## src/hdl/assert_macros.svh

```systemverilog
// Shared assertion macros for the RTL folder.
`ifndef ASSERT_MACROS_SVH
`define ASSERT_MACROS_SVH

// Same-cycle implication, checked out of reset.
`define ASSERT_IMPL(label, clk, rst_n, ante, cons, msg) \
  label: assert property (@(posedge clk) disable iff (!rst_n) (ante) |-> (cons)) \
    else $error(msg);

// Next-cycle implication, checked out of reset.
`define ASSERT_NEXT(label, clk, rst_n, ante, cons, msg) \
  label: assert property (@(posedge clk) disable iff (!rst_n) (ante) |=> (cons)) \
    else $error(msg);

`endif

```

## src/hdl/dto_pkg.sv

```systemverilog
`default_nettype none

package dto_pkg;

  // Count limits applied to the configuration registers
  localparam int MAX_FIXED_VARS = 32;
  localparam int MAX_KEPT_VARS  = 255;

  // Configuration register map (index = paddr[3:2])
  localparam int CFG_ADDR_W = 4;
  typedef logic [1:0] reg_idx_t;
  localparam reg_idx_t REG_FIXED_VAR_COUNT = 2'd0;
  localparam reg_idx_t REG_KEPT_VAR_COUNT  = 2'd1;
  localparam reg_idx_t REG_SYSTEM_DEGREE   = 2'd2;

  // Degree and derivative order codes
  localparam logic [2:0] DEGREE_PARTIAL = 3'd3;
  localparam logic [2:0] DEGREE_FULL    = 3'd4;
  localparam logic [2:0] ORD_FUNC   = 3'd0;
  localparam logic [2:0] ORD_FIRST  = 3'd1;
  localparam logic [2:0] ORD_SECOND = 3'd2;
  localparam logic [2:0] ORD_THIRD  = 3'd3;
  localparam logic [2:0] ORD_FOURTH = 3'd4;

  // Binomial coefficient tables, C(n,k) for n = 0..63
  typedef logic [19:0] choose_tab_t [0:63];

  function automatic choose_tab_t build_choose(input int k);
    choose_tab_t tab;
    int c [0:4];
    int n;
    int j;
    for (j = 0; j <= 4; j++) begin
      c[j] = (j == 0) ? 1 : 0;
    end
    for (n = 0; n < 64; n++) begin
      tab[n] = 20'(c[k]);
      // Pascal step: row n -> row n+1
      for (j = 4; j >= 1; j--) begin
        c[j] = c[j] + c[j-1];
      end
    end
    return tab;
  endfunction

  localparam choose_tab_t C2_TAB = build_choose(2);
  localparam choose_tab_t C3_TAB = build_choose(3);
  localparam choose_tab_t C4_TAB = build_choose(4);

endpackage

`default_nettype wire

```

## src/hdl/derivative_table_offset.sv

```systemverilog
// An accepted request passes the register stages table, multiply, scale and sum to out_tvalid.
// Throughput: one request per cycle; the four register stages each hold one item,
// and a stalled output holds only the stages that are full behind it.
// Reset (rst_n low, synchronous): all stage valid bits clear, fixed_var_count and
// kept_var_count go to 0 and system_degree to 3.
`default_nettype none

module derivative_table_offset (
  input  wire logic                             clk,
  input  wire logic                             rst_n,
  // Input stream
  input  wire logic                             in_tvalid,
  output logic                                  in_tready,
  // [2:0] order, [7:3] first_index, [12:8] second_index,
  // [17:13] third_index, [22:18] fourth_index, [23] zero
  input  wire logic [23:0]                      in_tdata,
  // Result stream
  output logic                                  out_tvalid,
  input  wire logic                             out_tready,
  // [20:0] word_offset, [41:21] store_words, [42] status, [47:43] zero
  output logic [47:0]                           out_tdata,
  // Configuration port
  input  wire logic                             cfg_psel,
  input  wire logic                             cfg_penable,
  input  wire logic                             cfg_pwrite,
  input  wire logic [dto_pkg::CFG_ADDR_W-1:0]   cfg_paddr,
  input  wire logic [31:0]                      cfg_pwdata,
  output logic [31:0]                           cfg_prdata,
  output logic                                  cfg_pready
);

  // ---------------------------------------------------------------------------
  // Configuration registers
  // ---------------------------------------------------------------------------
  logic [5:0] cfg_fixed_r;
  logic [7:0] cfg_kept_r;
  logic [2:0] cfg_degree_r;
  dto_pkg::reg_idx_t cfg_idx;
  logic cfg_wr;

  assign cfg_pready = 1'b1;
  assign cfg_idx    = cfg_paddr[3:2];
  assign cfg_wr     = cfg_psel & cfg_penable & cfg_pwrite & cfg_pready;

  // Write the addressed register
  always_ff @(posedge clk) begin
    if (!rst_n) begin
      cfg_fixed_r  <= 6'd0;
      cfg_kept_r   <= 8'd0;
      cfg_degree_r <= dto_pkg::DEGREE_PARTIAL;
    end else if (cfg_wr) begin
      case (cfg_idx)
        dto_pkg::REG_FIXED_VAR_COUNT: cfg_fixed_r  <= cfg_pwdata[5:0];
        dto_pkg::REG_KEPT_VAR_COUNT:  cfg_kept_r   <= cfg_pwdata[7:0];
        dto_pkg::REG_SYSTEM_DEGREE:   cfg_degree_r <= cfg_pwdata[2:0];
        default: ;
      endcase
    end
  end

  // Read back the addressed register
  always_comb begin
    case (cfg_idx)
      dto_pkg::REG_FIXED_VAR_COUNT: cfg_prdata = {26'd0, cfg_fixed_r};
      dto_pkg::REG_KEPT_VAR_COUNT:  cfg_prdata = {24'd0, cfg_kept_r};
      dto_pkg::REG_SYSTEM_DEGREE:   cfg_prdata = {29'd0, cfg_degree_r};
      default:                      cfg_prdata = 32'd0;
    endcase
  end

  // ---------------------------------------------------------------------------
  // Stage handshake: a stage takes new data when empty or when it moves on
  // ---------------------------------------------------------------------------
  logic s1_v_r, s2_v_r, s3_v_r, s4_v_r;
  logic rdy1, rdy2, rdy3, rdy4;

  assign rdy4      = !s4_v_r || out_tready;
  assign rdy3      = !s3_v_r || rdy4;
  assign rdy2      = !s2_v_r || rdy3;
  assign rdy1      = !s1_v_r || rdy2;
  assign in_tready = rdy1;

  always_ff @(posedge clk) begin
    if (!rst_n) begin
      s1_v_r <= 1'b0;
      s2_v_r <= 1'b0;
      s3_v_r <= 1'b0;
      s4_v_r <= 1'b0;
    end else begin
      if (rdy1) s1_v_r <= in_tvalid;
      if (rdy2) s2_v_r <= s1_v_r;
      if (rdy3) s3_v_r <= s2_v_r;
      if (rdy4) s4_v_r <= s3_v_r;
    end
  end

  // ---------------------------------------------------------------------------
  // Stage 1: clamp counts, binomial table lookups
  // ---------------------------------------------------------------------------
  logic [2:0] in_ord;
  logic [4:0] in_i1, in_i2, in_i3, in_i4;
  logic [5:0] fix_clamp;
  logic [7:0] kept_clamp;
  logic       deg4_nxt;

  assign in_ord = in_tdata[2:0];
  assign in_i1  = in_tdata[7:3];
  assign in_i2  = in_tdata[12:8];
  assign in_i3  = in_tdata[17:13];
  assign in_i4  = in_tdata[22:18];

  assign fix_clamp  = (32'(cfg_fixed_r) > dto_pkg::MAX_FIXED_VARS)
                      ? 6'(dto_pkg::MAX_FIXED_VARS) : cfg_fixed_r;
  assign kept_clamp = (32'(cfg_kept_r) > dto_pkg::MAX_KEPT_VARS)
                      ? 8'(dto_pkg::MAX_KEPT_VARS) : cfg_kept_r;
  assign deg4_nxt   = (cfg_degree_r >= dto_pkg::DEGREE_FULL);

  logic [2:0]  s1_ord_r;
  logic        s1_err_r;
  logic        s1_deg4_r;
  logic [8:0]  s1_w_r;
  logic [5:0]  s1_f1_r;
  logic [8:0]  s1_c2f_r;
  logic [12:0] s1_c3f_r;
  logic [15:0] s1_c4f_r;
  logic [4:0]  s1_i1_r;
  logic [8:0]  s1_c2i_r;
  logic [12:0] s1_c3i_r;
  logic [14:0] s1_c4i_r;

  always_ff @(posedge clk) begin
    if (rdy1) begin
      s1_ord_r  <= in_ord;
      s1_err_r  <= in_ord > (deg4_nxt ? dto_pkg::DEGREE_FULL : dto_pkg::DEGREE_PARTIAL);
      s1_deg4_r <= deg4_nxt;
      s1_w_r    <= 9'(kept_clamp) + 9'd1;
      s1_f1_r   <= fix_clamp + 6'd1;
      s1_c2f_r  <= dto_pkg::C2_TAB[fix_clamp][8:0];
      s1_c3f_r  <= dto_pkg::C3_TAB[fix_clamp][12:0];
      s1_c4f_r  <= dto_pkg::C4_TAB[fix_clamp][15:0];
      s1_i1_r   <= in_i1;
      s1_c2i_r  <= dto_pkg::C2_TAB[{1'b0, in_i2}][8:0];
      s1_c3i_r  <= dto_pkg::C3_TAB[{1'b0, in_i3}][12:0];
      s1_c4i_r  <= dto_pkg::C4_TAB[{1'b0, in_i4}][14:0];
    end
  end

  // ---------------------------------------------------------------------------
  // Stage 2: region size products, rank sum, scale select
  // ---------------------------------------------------------------------------
  logic [8:0]  w3;
  logic [15:0] rank_nxt;
  logic [8:0]  wsel_nxt;

  assign w3 = s1_deg4_r ? s1_w_r : 9'd1;

  always_comb begin
    case (s1_ord_r)
      dto_pkg::ORD_FIRST: begin
        rank_nxt = 16'(s1_i1_r) + 16'd1;
        wsel_nxt = s1_w_r;
      end
      dto_pkg::ORD_SECOND: begin
        rank_nxt = 16'(s1_c2i_r) + 16'(s1_i1_r);
        wsel_nxt = s1_w_r;
      end
      dto_pkg::ORD_THIRD: begin
        rank_nxt = 16'(s1_c3i_r) + 16'(s1_c2i_r) + 16'(s1_i1_r);
        wsel_nxt = w3;
      end
      dto_pkg::ORD_FOURTH: begin
        rank_nxt = 16'(s1_c4i_r) + 16'(s1_c3i_r) + 16'(s1_c2i_r) + 16'(s1_i1_r);
        wsel_nxt = 9'd1;
      end
      default: begin
        rank_nxt = 16'd0;
        wsel_nxt = 9'd1;
      end
    endcase
  end

  logic [2:0]  s2_ord_r;
  logic        s2_err_r;
  logic [13:0] s2_p1_r;
  logic [16:0] s2_p2_r;
  logic [20:0] s2_p3_r;
  logic [15:0] s2_c4x_r;
  logic [15:0] s2_rank_r;
  logic [8:0]  s2_wsel_r;

  always_ff @(posedge clk) begin
    if (rdy2) begin
      s2_ord_r  <= s1_ord_r;
      s2_err_r  <= s1_err_r;
      s2_p1_r   <= 14'(s1_f1_r) * 14'(s1_w_r);
      s2_p2_r   <= 17'(s1_c2f_r) * 17'(s1_w_r);
      s2_p3_r   <= 21'(s1_c3f_r) * 21'(w3);
      s2_c4x_r  <= s1_deg4_r ? s1_c4f_r : 16'd0;
      s2_rank_r <= rank_nxt;
      s2_wsel_r <= wsel_nxt;
    end
  end

  // ---------------------------------------------------------------------------
  // Stage 3: third-order base, scaled rank
  // ---------------------------------------------------------------------------
  logic [2:0]  s3_ord_r;
  logic        s3_err_r;
  logic [13:0] s3_base2_r;
  logic [17:0] s3_base3_r;
  logic [20:0] s3_p3_r;
  logic [15:0] s3_c4x_r;
  logic [20:0] s3_q_r;

  always_ff @(posedge clk) begin
    if (rdy3) begin
      s3_ord_r   <= s2_ord_r;
      s3_err_r   <= s2_err_r;
      s3_base2_r <= s2_p1_r;
      s3_base3_r <= 18'(s2_p1_r) + 18'(s2_p2_r);
      s3_p3_r    <= s2_p3_r;
      s3_c4x_r   <= s2_c4x_r;
      s3_q_r     <= 21'(s2_rank_r) * 21'(s2_wsel_r);
    end
  end

  // ---------------------------------------------------------------------------
  // Stage 4: fourth-order base, total size, final offset (output register)
  // ---------------------------------------------------------------------------
  logic [20:0] base4;
  logic [20:0] total_nxt;
  logic [20:0] off_nxt;

  assign base4     = 21'(s3_base3_r) + s3_p3_r;
  assign total_nxt = base4 + 21'(s3_c4x_r);

  always_comb begin
    if (s3_err_r) begin
      off_nxt = 21'd0;
    end else begin
      case (s3_ord_r)
        dto_pkg::ORD_FIRST:  off_nxt = s3_q_r;
        dto_pkg::ORD_SECOND: off_nxt = 21'(s3_base2_r) + s3_q_r;
        dto_pkg::ORD_THIRD:  off_nxt = 21'(s3_base3_r) + s3_q_r;
        dto_pkg::ORD_FOURTH: off_nxt = base4 + s3_q_r;
        default:             off_nxt = 21'd0;
      endcase
    end
  end

  logic [20:0] s4_off_r;
  logic [20:0] s4_total_r;
  logic        s4_status_r;

  always_ff @(posedge clk) begin
    if (rdy4) begin
      s4_off_r    <= off_nxt;
      s4_total_r  <= total_nxt;
      s4_status_r <= s3_err_r;
    end
  end

  assign out_tvalid = s4_v_r;
  assign out_tdata  = {5'd0, s4_status_r, s4_total_r, s4_off_r};

  // ---------------------------------------------------------------------------
  // Assertions
  // ---------------------------------------------------------------------------
`include "assert_macros.svh"

  `ASSERT_NEXT(a_accept_fills_s1, clk, rst_n, in_tvalid && in_tready, s1_v_r, "accepted request not in stage 1")
  `ASSERT_NEXT(a_s2_holds_on_stall, clk, rst_n, s2_v_r && !rdy3, s2_v_r, "stage 2 item dropped while stalled")
  `ASSERT_IMPL(a_ok_order_in_range, clk, rst_n, s3_v_r && !s3_err_r, s3_ord_r <= dto_pkg::ORD_FOURTH, "order above four passed as ok")
  `ASSERT_IMPL(a_store_nonzero, clk, rst_n, out_tvalid, out_tdata[41:21] != 21'd0, "store size is zero")

endmodule

`default_nettype wire
```

## config.mk

```make
export PLATFORM = sky130hd
export DESIGN_NAME = derivative_table_offset
export DESIGN_NICKNAME = d
export VERILOG_FILES = /design/src/hdl/dto_pkg.sv /design/src/hdl/derivative_table_offset.sv
export VERILOG_INCLUDE_DIRS = /design/src /design/src/hdl
export SDC_FILE = /design/constraint.sdc
export NUM_CORES = 2
export LEC_CHECK = 0
export BUFFER_PORTS_ARGS = -buffer_cell sky130_fd_sc_hd__buf_2
export CORE_UTILIZATION = 58
export DETAILED_ROUTE_END_ITERATION = 8
export PLACE_DENSITY = 0.87
export REMOVE_ABC_BUFFERS = 1
export SETUP_SLACK_MARGIN = 0.02
export SLEW_MARGIN = 20
export SYNTH_ARGS = -nofsm -noshare
export SYNTH_HDL_FRONTEND = slang
export SYNTH_SLANG_ARGS = --single-unit
```

## constraint.sdc

```tcl
create_clock -name clk -period 5.5 [get_ports clk]
set_clock_uncertainty 0.2 [all_clocks]
set_input_delay 0.275 -clock clk [delete_from_list [all_inputs] [get_ports clk]]
set_output_delay 0.275 -clock clk [all_outputs]
set_load 0.02 [all_outputs]
```

==> results.py <==
metrics = {
    "logic_synthesis": {
        "netlist_area_mm2": 0.0313,
        "ys_warn_count": 0,
        "synth_area_leaders": "edfxtp_1 32%, fa_1 17%, ha_1 12%",
        "synth_top_area_share_pct": 32.1,
        "ys_seq_area_share_pct": 33.4,
        "ys_types": 72,
        "synth_area_leader_cell": "edfxtp_1",
        "synth_edf_count": 334,
        "synth_seq_cells": 355,
        "netlist_instances": 3118,
        "syn_avg_cell_area_um2": 10.0,
        "synthFlopType": "edfxtp_1",
        "async_flop_share_pct": 0,
    },
    "run_status": {
        "violations": "DRC",
        "outcome": "finished, violations left",
    },
    "sta": {
        "worst_pin_slew_ps": 1080,
        "holdWs_ps": 36.3,
        "fmax_ghz": 0.183,
        "period_share_pct": 99.5,
        "maxSlewViolCount": 0,
        "finalCriticalPeriod_ps": 5470,
        "rsz0062_at_grt": "yes",
        "hold_violations": 0,
        "setup_violations": 0,
        "slew-limit-headroom_pct": 27.4,
    },
    "hold_path": {
        "hp-class": "input port to flip-flop",
        "min_from": "in_tdata[8]",
        "hold_depth": 3,
        "min_to": "s1_c2i_r[1]$_DFFE_PP_",
    },
    "clocking": {
        "clkTransAtPathRegs_ps": 70,
        "clkLatencyLatePin_ps": 560,
        "clkSinkCount": 355,
        "htreeDepth": 2,
        "cts.path.max_buffers": 3,
        "root_buffer": "clkbuf_16",
        "cts-buffers-inserted": 39,
        "cts_tree": "done",
    },
    "worst_setup_path": {
        "cp.buffers_inverters": 5,
        "slowest_stage": "fa_1",
        "critPathRequiredTime_ps": 5610,
        "cp_cell_sequence": "buf_4 -> nand2_1 -> fa_1 -> fa_1 -> inv_1 -> ha_1 -> inv_1 -> fa_1 -> inv_1 -> ha_1 -> a21o_1 -> a21oi_2 -> o21ai_0 -> a21oi_2 -> nor2b_1 -> o2111ai_1 -> nand3_1 -> o41a_1 -> xor2_1 -> buf_4",
        "endpoint_kind": "flip-flop",
        "r2r-end": "s2_p2_r[15]$_DFFE_PP_",
        "path_class": "flip-flop to flip-flop",
        "critPathTopFamily": "adder cells",
        "reg2reg_depth": 20,
        "start_kind": "flip-flop",
        "crit_arrival_ps": 5590,
        "rrSetupSlack_ps": 30,
        "slowest_delay_ps": 540,
        "cp_max_fo": 16,
        "r2r-start": "s1_w_r[0]$_DFFE_PP_",
    },
    "detailed_routing": {
        "routed_wl_mm": 76.0,
        "drtIter0Drc": 2545,
        "viasPerCell": 5.99,
        "final_antenna_net_count": 0,
        "routedWlPerCell_um": 19.3,
        "first_pass_iters": 9,
        "drcViolationCount": 14,
        "via_count": 23572,
    },
    "grt": {
        "grt_pass1_vias": 23291,
        "grt_max_degree": 90,
        "grt_pass1_wl_mm": 121,
        "grt_remaining_overflow": 0,
        "antenna_found_initial": 3,
        "grtUsageTotal_pct": 27.9,
    },
    "power": {
        "leakage_nw": 16.1,
        "p_per_area_mw_per_mm2": 201,
        "irDropWorstVdd_mv": 0.196,
        "p_total_mw": 6.88,
    },
    "floorplan": {
        "core.rowCount": 84,
        "initial_core_util_pct": 59.1,
        "die_width_um": 234,
        "dieArea_mm2": 0.0548,
        "ios": 150,
        "die_y_um": 234,
        "coreArea_mm2": 0.0529,
    },
    "placed_design": {
        "dp_cells": 3812,
        "gp_congestion": 0.940,
        "port_buffers": 92,
        "hpwl_mm": 54.9,
    },
    "layout": {
        "final_core_util_pct": 64.8,
        "syn2layout_area_growth_pct": 9.52,
        "nets": 3842,
        "final_cells": 3938,
        "drive_above_1_share_pct": 7.91,
    },
    "run": {
        "drv_cap": 0,
    },
}
-- power breakdown --
part	switching [mW]	total, mW	internal, mW
Sequential	0.149	3.22	3.07
Combinational	0.662	1.14	0.479
Clock	1.09	2.52	1.43
Total	1.90	6.88	4.98
-- metal layers --
| metal | global-route usage [%] | routed length, µm | part of all wire, % | up-vias |
|---|---|---|---|---|
| li1 | - | - | - | 10687 |
| met4 | 12.3 | 3420 | 4.5 | 4 |
| met5 | 0 | 31 | 0.041 | - |
| met2 | 45.6 | 36300 | 48 | 1286 |
| met1 | 36.6 | 29400 | 39 | 11357 |
| met3 | 4.35 | 6900 | 9.1 | 238 |
-- worst min-delay path, delay by kind of cell --
| kind | cells | cell delay, ps |
|---|---|---|
| adders and majority gates | 1 | 160 |
| AOI/OAI and AO/OA | 1 | 60 |
| buffers and inverters | 1 | 140 |
-- layout by cell type, fill, tap and decap left out, drive strengths merged, types with 19 or more instances in the layout --
cell,instances
mux2i,28
edfxtp,334
xor2,42
ha,288
dlygate4sd3,39
dfxtp,21
clkbuf,46
nor2b,47
clkinv,22
buf,168
nand3,65
a22oi,29
nand2b,19
and3,56
a31oi,19
o21ai,110
nand2,413
o21a,19
inv,361
and2,139
a21oi,143
nor3,27
a21o,36
nor2,134
fa,268
conb,30
xnor2,132
o21bai,19
-- how the worst max path moves through the flow --
stage                                       end                 from  cells after the start
after floorplan           s2_p3_r[20]$_DFFE_PP_  s1_deg4_r$_DFFE_PP_                     16
after global placement    s2_p3_r[18]$_DFFE_PP_  s1_deg4_r$_DFFE_PP_                     20
after detailed placement  s2_p3_r[18]$_DFFE_PP_  s1_deg4_r$_DFFE_PP_                     21
after CTS                 s2_p3_r[18]$_DFFE_PP_  s1_deg4_r$_DFFE_PP_                     20
after global routing      s2_p2_r[15]$_DFFE_PP_  s1_w_r[0]$_DFFE_PP_                     20
final                     s2_p2_r[15]$_DFFE_PP_  s1_w_r[0]$_DFFE_PP_                     20
-- final cells by class --
class,count,area [µm²]
multi-input combinational,2254,18900
fill,3806,18600
sequential,355,10500
timing repair buffer,207,1500
inverter,362,1360
clock buffer,46,1020
tap,688,861
clock inverter,25,191
antenna,1,2.50
-- Yosys cell counts, drive strengths merged (6+ instances only) --
cell and number:
and3 56, edfxtp 334, buf 47, a31oi 19, xor2 42, clkbuf 128
dfxtp 21, mux2i 28, xnor2 132, a21o 36, inv 361, nand3 65
o31ai 11, o21a 19, ha 288, a221o 9, a21boi 8, nor3 27
o21bai 19, nand2b 19, o21ai 110, and2 139, or2 7, a22oi 29
o22ai 10, nor2b 47, o311ai 6, nand2 413, or3 14, o211ai 16
a22o 15, nor2 134, a21oi 143, a211oi 12, fa 268
-- timing repair --
item	in CTS	in global routing
endpoints found under the setup margin	1	13
gates resized for setup	1	14
hold buffers	39	0
pin swaps	0	1
hold endpoints to repair	47	0
setup buffers	0	15
-- stage by stage --
step                      TNS, ps  area (µm²)  setup slack [ps]
final                           0       34200              26.1
after global routing         -182       34200              -127
after CTS                       0       34000              26.7
after detailed placement        0       32400               105
after global placement          0       32400               246
after floorplan              -977       30600              -354
-- flip-flops by register name, indices dropped and copies added, names as in the netlist, 5 cells and up --
register     count
cfg_fixed_r      6
cfg_kept_r       8
s1_c2f_r         9
s1_c2i_r         9
s1_c3f_r        13
s1_c3i_r        13
s1_c4f_r        16
s1_c4i_r        15
s1_f1_r          6
s1_i1_r          5
s1_w_r           9
s2_c4x_r        16
s2_p1_r         14
s2_p2_r         17
s2_p3_r         21
s2_rank_r       16
s2_wsel_r        9
s3_base2_r      14
s3_base3_r      18
s3_c4x_r        16
s3_p3_r         21
s3_q_r          21
s4_off_r        21
s4_total_r      21
-- kinds of logic after synthesis --
group	share of synthesized area [%]
fa+ha+maj	28.7
mux	1.08
xor+xnor	4.87
buf+inv	6.82
compound gates	10.8
flops	33.4
simple gates	14.3
other cells	0.0240
(Power assumes the default switching activity.)
